$ cat config.mk
export PLATFORM = sky130hd
export DESIGN_NAME = multi_timer_deadline_queue
export DESIGN_NICKNAME = d
export VERILOG_FILES = /design/src/mtdq_pkg.sv /design/src/mtdq_front.sv /design/src/mtdq_back.sv /design/src/multi_timer_deadline_queue.sv
export SDC_FILE = /design/constraint.sdc
export NUM_CORES = 2
export LEC_CHECK = 0
export ABC_AREA = 1
export BUFFER_PORTS_ARGS = -buffer_cell sky130_fd_sc_hd__buf_4
export CAP_MARGIN = 20
export CORE_UTILIZATION = 67
export DETAILED_ROUTE_END_ITERATION = 12
export PLACE_DENSITY_LB_ADDON = 0.08
export RECOVER_POWER = 50
export SYNTH_ARGS = -nofsm -noshare
export SYNTH_HDL_FRONTEND = slang
export SYNTH_SLANG_ARGS = --single-unit
$ cat constraint.sdc
create_clock -name clk -period 16.93 [get_ports clk]
set_input_delay 0.8465 -clock clk [delete_from_list [all_inputs] [get_ports clk]]
set_output_delay 0.8465 -clock clk [all_outputs]
set_load 0.005 [all_outputs]
$ cat src/mtdq_pkg.sv
package mtdq_pkg;

  localparam int TIME_W         = 48;
  localparam int ID_W           = 32;
  localparam int DUR_W          = 32;
  localparam int MAX_TIMERS_DEF = 16;
  localparam int RES_LIMIT      = 16;
  localparam int RES_IW         = 4;
  localparam int RES_CW         = 5;
  localparam int QUEUE_DEPTH    = 2;

  localparam logic [1:0] KIND_CREATE = 2'd0;
  localparam logic [1:0] KIND_DELETE = 2'd1;
  localparam logic [1:0] KIND_TICK   = 2'd2;

  typedef enum logic [2:0] {
    OP_NOP,
    OP_CREATE,
    OP_FIRE_NOW,
    OP_DELETE,
    OP_TICK
  } op_t;

  typedef enum logic [2:0] {
    ST_IDLE,
    ST_SCAN,
    ST_DECIDE,
    ST_EMIT
  } state_t;

  typedef struct packed {
    logic [1:0]        kind;
    logic [ID_W-1:0]   timer_id;
    logic [DUR_W-1:0]  duration_ms;
    logic [TIME_W-1:0] start_time_ms;
    logic              repeat_req;
    logic [TIME_W-1:0] now_ms;
  } in_item_t;

  typedef struct packed {
    logic              fired_valid;
    logic [ID_W-1:0]   fired_id;
    logic              last_result;
    logic              queue_empty;
    logic [TIME_W-1:0] next_deadline;
    logic              table_full;
  } out_item_t;

  typedef struct packed {
    op_t               op;
    logic [ID_W-1:0]   timer_id;
    logic [DUR_W-1:0]  period;
    logic [TIME_W-1:0] deadline;
    logic              repeat_req;
    logic [TIME_W-1:0] now_ms;
  } cmd_t;

  function automatic logic [TIME_W-1:0] add_sat(input logic [TIME_W-1:0] a,
                                                input logic [DUR_W-1:0] b);
    logic [TIME_W:0] s;
    s = {1'b0, a} + {{(TIME_W + 1 - DUR_W){1'b0}}, b};
    return s[TIME_W] ? {TIME_W{1'b1}} : s[TIME_W-1:0];
  endfunction

endpackage

$ cat src/mtdq_front.sv
module mtdq_front (
  input  logic               clk,
  input  logic               rst_n,
  input  logic               in_valid,
  output logic               in_ready,
  input  mtdq_pkg::in_item_t in_data,
  output logic               cmd_valid,
  input  logic               cmd_ready,
  output mtdq_pkg::cmd_t     cmd_data
);

  localparam int QW = $clog2(mtdq_pkg::QUEUE_DEPTH);

  mtdq_pkg::cmd_t q_r [mtdq_pkg::QUEUE_DEPTH];
  logic [QW-1:0]  wp_r, rp_r;
  logic [QW:0]    cnt_r;
  mtdq_pkg::cmd_t cls;
  logic           push, pop;

  // classify the request
  always_comb begin
    cls.timer_id   = in_data.timer_id;
    cls.period     = in_data.duration_ms;
    cls.deadline   = mtdq_pkg::add_sat(in_data.start_time_ms, in_data.duration_ms);
    cls.repeat_req = in_data.repeat_req;
    cls.now_ms     = in_data.now_ms;
    unique case (in_data.kind)
      mtdq_pkg::KIND_CREATE: begin
        cls.op = (in_data.duration_ms == '0 && !in_data.repeat_req) ?
                 mtdq_pkg::OP_FIRE_NOW : mtdq_pkg::OP_CREATE;
      end
      mtdq_pkg::KIND_DELETE: cls.op = mtdq_pkg::OP_DELETE;
      mtdq_pkg::KIND_TICK:   cls.op = mtdq_pkg::OP_TICK;
      default:               cls.op = mtdq_pkg::OP_NOP;
    endcase
  end

  assign in_ready  = (cnt_r != (QW+1)'(mtdq_pkg::QUEUE_DEPTH));
  assign cmd_valid = (cnt_r != '0);
  assign cmd_data  = q_r[rp_r];
  assign push      = in_valid && in_ready;
  assign pop       = cmd_valid && cmd_ready;

  always_ff @(posedge clk) begin
    if (push) begin
      q_r[wp_r] <= cls;
    end
    if (!rst_n) begin
      wp_r  <= '0;
      rp_r  <= '0;
      cnt_r <= '0;
    end else begin
      if (push) wp_r <= wp_r + 1'b1;
      if (pop)  rp_r <= rp_r + 1'b1;
      cnt_r <= cnt_r + (QW+1)'(push) - (QW+1)'(pop);
    end
  end

endmodule

$ cat src/mtdq_back.sv
module mtdq_back #(
  parameter int MAX_TIMERS = mtdq_pkg::MAX_TIMERS_DEF
) (
  input  logic                clk,
  input  logic                rst_n,
  input  logic                cmd_valid,
  output logic                cmd_ready,
  input  mtdq_pkg::cmd_t      cmd_data,
  output logic                out_valid,
  input  logic                out_ready,
  output mtdq_pkg::out_item_t out_data
);

  localparam int IW = (MAX_TIMERS > 1) ? $clog2(MAX_TIMERS) : 1;
  localparam int CW = $clog2(MAX_TIMERS + 1);

  logic [mtdq_pkg::ID_W-1:0]   mem_id  [MAX_TIMERS];
  logic [mtdq_pkg::TIME_W-1:0] mem_dl  [MAX_TIMERS];
  logic [mtdq_pkg::DUR_W-1:0]  mem_per [MAX_TIMERS];
  logic                        mem_rep [MAX_TIMERS];
  logic [MAX_TIMERS-1:0]       valid_r;

  mtdq_pkg::state_t st_r, st_nxt;
  mtdq_pkg::cmd_t   cmd_r;

  logic [CW-1:0]               scan_cnt_r;
  logic                        pv_r;
  logic [IW-1:0]               rd_idx_r;
  logic [mtdq_pkg::ID_W-1:0]   rd_id_r;
  logic [mtdq_pkg::TIME_W-1:0] rd_dl_r;
  logic [mtdq_pkg::DUR_W-1:0]  rd_per_r;
  logic                        rd_rep_r;

  logic                        best_f_r;
  logic [IW-1:0]               best_idx_r;
  logic [mtdq_pkg::ID_W-1:0]   best_id_r;
  logic [mtdq_pkg::TIME_W-1:0] best_dl_r;
  logic [mtdq_pkg::DUR_W-1:0]  best_per_r;
  logic                        best_rep_r;

  logic [mtdq_pkg::ID_W-1:0]   res_id_r [mtdq_pkg::RES_LIMIT];
  logic [mtdq_pkg::RES_CW-1:0] res_cnt_r, emit_idx_r, emit_total;
  logic                        full_r;

  mtdq_pkg::out_item_t out_r;
  logic                out_valid_r;

  logic          free_f;
  logic [IW-1:0] free_idx;
  logic          scan_done, fire, out_load, emit_last, del_hit, cand, better;

  always_comb begin
    free_f   = 1'b0;
    free_idx = '0;
    for (int i = MAX_TIMERS - 1; i >= 0; i--) begin
      if (!valid_r[i]) begin
        free_f   = 1'b1;
        free_idx = IW'(i);
      end
    end
  end

  assign scan_done  = (scan_cnt_r == CW'(MAX_TIMERS)) && !pv_r;
  assign fire       = (cmd_r.op == mtdq_pkg::OP_TICK) && best_f_r &&
                      (best_dl_r < cmd_r.now_ms) &&
                      (res_cnt_r < mtdq_pkg::RES_CW'(mtdq_pkg::RES_LIMIT));
  assign out_load   = !out_valid_r || out_ready;
  assign emit_total = (res_cnt_r == '0) ? mtdq_pkg::RES_CW'(1) : res_cnt_r;
  assign emit_last  = (emit_idx_r == emit_total - 1'b1);
  assign del_hit    = (cmd_r.op == mtdq_pkg::OP_DELETE) && (rd_id_r == cmd_r.timer_id);
  assign cand       = pv_r && valid_r[rd_idx_r] && !del_hit;
  assign better     = !best_f_r || (rd_dl_r < best_dl_r) ||
                      ((rd_dl_r == best_dl_r) && (rd_id_r < best_id_r));

  always_comb begin
    st_nxt    = st_r;
    cmd_ready = 1'b0;
    unique case (st_r)
      mtdq_pkg::ST_IDLE: begin
        cmd_ready = 1'b1;
        if (cmd_valid) st_nxt = mtdq_pkg::ST_SCAN;
      end
      mtdq_pkg::ST_SCAN: begin
        if (scan_done) st_nxt = mtdq_pkg::ST_DECIDE;
      end
      mtdq_pkg::ST_DECIDE: begin
        st_nxt = fire ? mtdq_pkg::ST_SCAN : mtdq_pkg::ST_EMIT;
      end
      mtdq_pkg::ST_EMIT: begin
        if (out_load && emit_last) st_nxt = mtdq_pkg::ST_IDLE;
      end
      default: st_nxt = mtdq_pkg::ST_IDLE;
    endcase
  end

  always_ff @(posedge clk) begin
    if (!rst_n) begin
      st_r <= mtdq_pkg::ST_IDLE;
    end else begin
      st_r <= st_nxt;
    end
  end

  // table storage
  always_ff @(posedge clk) begin
    if (st_r == mtdq_pkg::ST_IDLE && cmd_valid &&
        cmd_data.op == mtdq_pkg::OP_CREATE && free_f) begin
      mem_id[free_idx]  <= cmd_data.timer_id;
      mem_dl[free_idx]  <= cmd_data.deadline;
      mem_per[free_idx] <= cmd_data.period;
      mem_rep[free_idx] <= cmd_data.repeat_req;
    end else if (st_r == mtdq_pkg::ST_DECIDE && fire && best_rep_r) begin
      mem_dl[best_idx_r] <= mtdq_pkg::add_sat(cmd_r.now_ms, best_per_r);
    end
    if (st_r == mtdq_pkg::ST_SCAN && scan_cnt_r != CW'(MAX_TIMERS)) begin
      rd_idx_r <= scan_cnt_r[IW-1:0];
      rd_id_r  <= mem_id[scan_cnt_r[IW-1:0]];
      rd_dl_r  <= mem_dl[scan_cnt_r[IW-1:0]];
      rd_per_r <= mem_per[scan_cnt_r[IW-1:0]];
      rd_rep_r <= mem_rep[scan_cnt_r[IW-1:0]];
    end
  end

  always_ff @(posedge clk) begin
    if (!rst_n) begin
      valid_r     <= '0;
      pv_r        <= 1'b0;
      out_valid_r <= 1'b0;
      res_cnt_r   <= '0;
      scan_cnt_r  <= '0;
      best_f_r    <= 1'b0;
      full_r      <= 1'b0;
      emit_idx_r  <= '0;
    end else begin
      if (out_ready && st_r != mtdq_pkg::ST_EMIT) out_valid_r <= 1'b0;
      unique case (st_r)
        mtdq_pkg::ST_IDLE: begin
          if (cmd_valid) begin
            cmd_r      <= cmd_data;
            res_cnt_r  <= (cmd_data.op == mtdq_pkg::OP_FIRE_NOW) ?
                          mtdq_pkg::RES_CW'(1) : '0;
            full_r     <= (cmd_data.op == mtdq_pkg::OP_CREATE) && !free_f;
            emit_idx_r <= '0;
            scan_cnt_r <= '0;
            best_f_r   <= 1'b0;
            if (cmd_data.op == mtdq_pkg::OP_FIRE_NOW) res_id_r[0] <= cmd_data.timer_id;
            if (cmd_data.op == mtdq_pkg::OP_CREATE && free_f) valid_r[free_idx] <= 1'b1;
          end
        end
        mtdq_pkg::ST_SCAN: begin
          pv_r <= (scan_cnt_r != CW'(MAX_TIMERS));
          if (scan_cnt_r != CW'(MAX_TIMERS)) scan_cnt_r <= scan_cnt_r + 1'b1;
          if (pv_r && del_hit) valid_r[rd_idx_r] <= 1'b0;
          if (cand && better) begin
            best_f_r   <= 1'b1;
            best_idx_r <= rd_idx_r;
            best_id_r  <= rd_id_r;
            best_dl_r  <= rd_dl_r;
            best_per_r <= rd_per_r;
            best_rep_r <= rd_rep_r;
          end
        end
        mtdq_pkg::ST_DECIDE: begin
          if (fire) begin
            res_id_r[res_cnt_r[mtdq_pkg::RES_IW-1:0]] <= best_id_r;
            res_cnt_r  <= res_cnt_r + 1'b1;
            scan_cnt_r <= '0;
            best_f_r   <= 1'b0;
            if (!best_rep_r) valid_r[best_idx_r] <= 1'b0;
          end
        end
        mtdq_pkg::ST_EMIT: begin
          if (out_load) begin
            out_valid_r         <= 1'b1;
            out_r.fired_valid   <= (res_cnt_r != '0);
            out_r.fired_id      <= (res_cnt_r != '0) ?
                                   res_id_r[emit_idx_r[mtdq_pkg::RES_IW-1:0]] : '0;
            out_r.last_result   <= emit_last;
            out_r.queue_empty   <= !best_f_r;
            out_r.next_deadline <= best_f_r ? best_dl_r : '0;
            out_r.table_full    <= full_r;
            emit_idx_r          <= emit_idx_r + 1'b1;
          end
        end
        default: ;
      endcase
    end
  end

  assign out_valid = out_valid_r;
  assign out_data  = out_r;

  a_res_bound: assert property (@(posedge clk) disable iff (!rst_n)
    res_cnt_r <= mtdq_pkg::RES_CW'(mtdq_pkg::RES_LIMIT))
    else $error("result count overflow");

  a_oneshot_cleared: assert property (@(posedge clk) disable iff (!rst_n)
    (st_r == mtdq_pkg::ST_DECIDE && fire && !best_rep_r) |=> !valid_r[$past(best_idx_r)])
    else $error("fired one-shot still armed");

  a_full_not_fired: assert property (@(posedge clk) disable iff (!rst_n)
    (out_valid_r && out_r.table_full) |-> !out_r.fired_valid)
    else $error("dropped create reported as fired");

  a_fire_is_tick: assert property (@(posedge clk) disable iff (!rst_n)
    (st_r == mtdq_pkg::ST_DECIDE && fire) |-> (best_dl_r < cmd_r.now_ms))
    else $error("timer fired before due");

endmodule

$ cat src/multi_timer_deadline_queue.sv
// Deadline queue for up to MAX_TIMERS software timers. Requests (create, delete, tick)
// pass through a two-entry queue into an engine that walks the timer table one slot
// per cycle over a single read port. Every request ends with a closing scan that finds
// the earliest deadline, a tick adds a further scan for each timer it fires (at most 16),
// and the results then leave one at a time as out_ready accepts them.
// Results of a request appear only after the whole request is done, since each one
// reports queue_empty and next_deadline as they stand afterwards.
module multi_timer_deadline_queue #(
  parameter int MAX_TIMERS = mtdq_pkg::MAX_TIMERS_DEF
) (
  input  logic                clk,
  input  logic                rst_n,
  input  logic                in_valid,
  output logic                in_ready,
  input  mtdq_pkg::in_item_t  in_data,
  output logic                out_valid,
  input  logic                out_ready,
  output mtdq_pkg::out_item_t out_data
);

  logic           cmd_valid, cmd_ready;
  mtdq_pkg::cmd_t cmd_data;

  mtdq_front u_front (
    .clk       (clk),
    .rst_n     (rst_n),
    .in_valid  (in_valid),
    .in_ready  (in_ready),
    .in_data   (in_data),
    .cmd_valid (cmd_valid),
    .cmd_ready (cmd_ready),
    .cmd_data  (cmd_data)
  );

  mtdq_back #(
    .MAX_TIMERS (MAX_TIMERS)
  ) u_back (
    .clk       (clk),
    .rst_n     (rst_n),
    .cmd_valid (cmd_valid),
    .cmd_ready (cmd_ready),
    .cmd_data  (cmd_data),
    .out_valid (out_valid),
    .out_ready (out_ready),
    .out_data  (out_data)
  );

endmodule
==> flow_summary.json <==
{
  "netSwitchingFraction": 0.288,
  "place.gp.congestion": 0.998,
  "seqPwrFrac": 0.490,
  "finalSetupViolCount": 0,
  "vias": 83800,
  "min_period_over_period": 0.566,
  "antenna_found_initial": 28,
  "clk_latency_ps": 960,
  "die_h_um": 436,
  "fp.dieW_um": 436,
  "p_leak_nw": 48.3,
  "grt_max_degree": 252,
  "p_per_area_nw_per_um2": 141,
  "finalSetupTns_ps": 0,
  "clockRootBuffer": "clkbuf_16",
  "drt_iter0_drc": 11700,
  "clockBufferDepth": 4,
  "path_cells": "clkinvlp_2 -> or2_0 -> o21a_1 -> inv_1 -> nand4_1 -> or2_0 -> clkbuf_1 -> nor3_1 -> clkbuf_1",
  "synth_edf_count": 3049,
  "tightest_slew_ps": 7880,
  "p_int_w": 0.0141,
  "grt_usage": 0.358,
  "skew_ps": 79.9,
  "wire_per_inst_um": 26.7,
  "start_kind": "flip-flop",
  "yosysSeqAreaShare": 0.733,
  "die_area_um2": 190000,
  "cap_violations": 43,
  "grt_pass1_vias": 80200,
  "fmax_mhz": 104,
  "ys.flop_type": "edfxtp_1",
  "grt_setup_unrepaired": "no",
  "switching_power_w": 0.00570,
  "crit_path_max_fanout": 50,
  "fill_cells": 11700,
  "wl_um": 346000,
  "clock_sinks": 3091,
  "arrival_ps": 9950,
  "min_path_type": "primary input to flip-flop",
  "grt-ovfl-total": 0,
  "fin_area_um2": 140000,
  "postCtsHoldBufs": 0,
  "via_per_inst": 6.48,
  "clk_pin_slew_ps": 60,
  "numPortBuffers": 252,
  "endpoint_kind": "flip-flop",
  "synth_cell_types": 52,
  "reg2reg_to": "u_back.mem_per[15][30]",
  "grt_pass1_wl_um": 501000,
  "synth_most_common_cell": "edfxtp_1",
  "max-vdd-ir-drop_mv": 0.136,
  "ios": 253,
  "drive_gt1_frac": 0.0763,
  "synthTopCellsByArea": "edfxtp_1 (73%), o21ai_0 (4.7%), nor2_1 (4.5%)",
  "cts_resized": 0,
  "fin_nets": 10600,
  "power_frac_comb": 0.180,
  "synth_top_area_frac": 0.727,
  "fp-row-count": 158,
  "rrSetupSlack_ps": 7350,
  "critPathKind": "flip-flop to flip-flop",
  "crit_family": "buffers and inverters",
  "violations": "capacitance limit, slew limit",
  "hp-start": "in_data[143]",
  "hpwlAfterDp_um": 201000,
  "outcome": "finished, violations left",
  "clock_power_share": 0.330,
  "route.detailed.drc": 0,
  "slew_headroom": -4.26,
  "ant_nets": 0,
  "syn_nets": 10300,
  "synth_commonest_cells": "edfxtp_1 (3049), nor2_1 (1525), nand2_1 (1414)",
  "fin_crit_ps": 9580,
  "crit_slowest_cell": "clkbuf_1",
  "max_stage_delay_ps": 3460,
  "dpl-instance-area_um2": 131000,
  "critPathBufInv": 4,
  "min_path_cells": 1,
  "netlist_area_um2": 126000,
  "synth_top_cell_by_area": "edfxtp_1",
  "syn2layout_area_growth_pct": 11.1,
  "avgSynthCellArea_um2": 12.6,
  "pre_cts_slack_ps": 11300,
  "reg2regPathDepth": 9,
  "finalHoldViolations": 0,
  "firstDrtPassIters": 6,
  "min_to": "u_front.q_r[0][143]",
  "start_util": 0.677,
  "syn-instance-count": 9968,
  "cp.required_ps": 17300,
  "core_area_um2": 186000,
  "synth_seq_cells": 3091,
  "postCtsSetupRepairBufs": 0,
  "setup_slack_ps": 7350,
  "synthArstFlopShare": 0,
  "yosys_warnings": 0,
  "slew_viol_final": 2003,
  "numCtsBuffers": 311,
  "cts_tree": "built",
  "cts-htree-levels": 5
}
## cells by family (layout without fill, tap and decap cells)
family,after synthesis,in the layout,share of synthesized area
compound gates,2142,2142,0.0958
xor+xnor,88,88,0.00612
fa+ha+maj,204,204,0.0204
buf+inv,959,1437,0.0290
flops,3091,3091,0.733
mux,100,100,0.00794
other cells,0,9,0
simple gates,3384,3384,0.108
## worst max-delay path by stage
| stage | from | endpoint | slack (ps) | cells after the start |
|---|---|---|---|---|
| 5_1_grt | u_back.emit_idx_r[1] | u_back.out_data[64] | 6760 | 6 |
| 3_3_place_gp | flip-flop | u_back.mem_dl[4][11] | 11450 | 13 |
| 6_report | flip-flop | u_back.mem_per[15][30] | 7350 | 9 |
| 4_1_cts | flip-flop | u_back.mem_dl[5][23] | 11210 | 13 |
| 3_5_place_dp | flip-flop | u_back.mem_dl[5][23] | 11300 | 13 |
| 2_1_floorplan | in_valid | u_front.q_r[1][0] | 8480 | 2 |
## power groups by stage
stage / clock network, W / logic, W / registers [W]
final: 0.00653 / 0.00356 / 0.00971
after global routing: 0.00685 / 0.00381 / 0.00972
after CTS: 0.00656 / 0.00352 / 0.00968
after detailed placement: 0 / 0.00349 / 0.00983
after global placement: 0 / 0.00332 / 0.00983
after floorplan: 0 / 0.00212 / 0.00977
## metrics by stage
step | hold WS (ps) | util | cells | total power (W)
floorplan | 400 | - | 9968 | 0.0119
global placement | 403 | 0.704 | 12400 | 0.0132
detailed placement | 407 | 0.706 | 12400 | 0.0133
CTS | 30.1 | 0.757 | 12900 | 0.0198
global route | 84.7 | 0.753 | 12900 | 0.0204
finish | 99.4 | 0.753 | 12900 | 0.0198
## flip-flops by register name, summed over array words and instances, names as in the netlist, 16 cells and up, named ones only
name and cells:
u_back.rd_per_r 32, u_back.best_per_r 32, u_back.rd_id_r 32, u_back.res_id_r 512, u_back.mem_rep 16, u_back.valid_r 16, u_back.mem_dl 768, u_back.best_id_r 32
u_front.q_r 328, u_back.rd_dl_r 48, u_back.mem_id 512, u_back.best_dl_r 48, u_back.cmd_r 83, u_back.out_data 84, u_back.mem_per 512
## placed cells by master (no fill, tap or decap), drive strengths merged, types with 3 or more instances in the layout
master	n
a22oi	6
o21ai	1195
nor3	63
o32ai	77
nand2	1414
nor2	1527
buf	200
o221ai	54
o22ai	453
clkbuf	639
and3	4
inv	445
o21a	11
nand3	171
clkinvlp	12
bufinv	20
a21o	11
xnor2	35
o31ai	4
or2	20
mux2i	100
o21bai	12
a31oi	51
xor2	53
nand3b	6
dfxtp	42
o211ai	17
ha	202
nand4	158
edfxtp	3049
a211oi	3
nor4	19
a21oi	234
a21boi	6
diode	9
clkinv	121
## layout make-up
cell class / count / area (um^2) / area share
Antenna cell: 9 / 22.5 / 0.000161
Clock buffer: 379 / 8230 / 0.0587
Clock inverter: 158 / 1290 / 0.00923
Inverter: 440 / 1680 / 0.0120
Multi-Input combinational cell: 5918 / 30300 / 0.216
Sequential cell: 3091 / 92400 / 0.660
Tap cell: 2480 / 3100 / 0.0222
Timing Repair Buffer: 460 / 3010 / 0.0215
## routing by layer
| layer | vias to the layer above | global-route usage | share of wire | wire length, um |
|---|---|---|---|---|
| met1 | 41000 | 0.515 | 0.38 | 133000 |
| met3 | 796 | 0.0614 | 0.11 | 39200 |
| met4 | 20 | 0.140 | 0.039 | 13600 |
| met5 | - | 0 | 0.00040 | 137 |
| li1 | 36800 | - | - | - |
| met2 | 5274 | 0.552 | 0.46 | 160000 |
No activity file was read; power rests on OpenSTA's default activity.
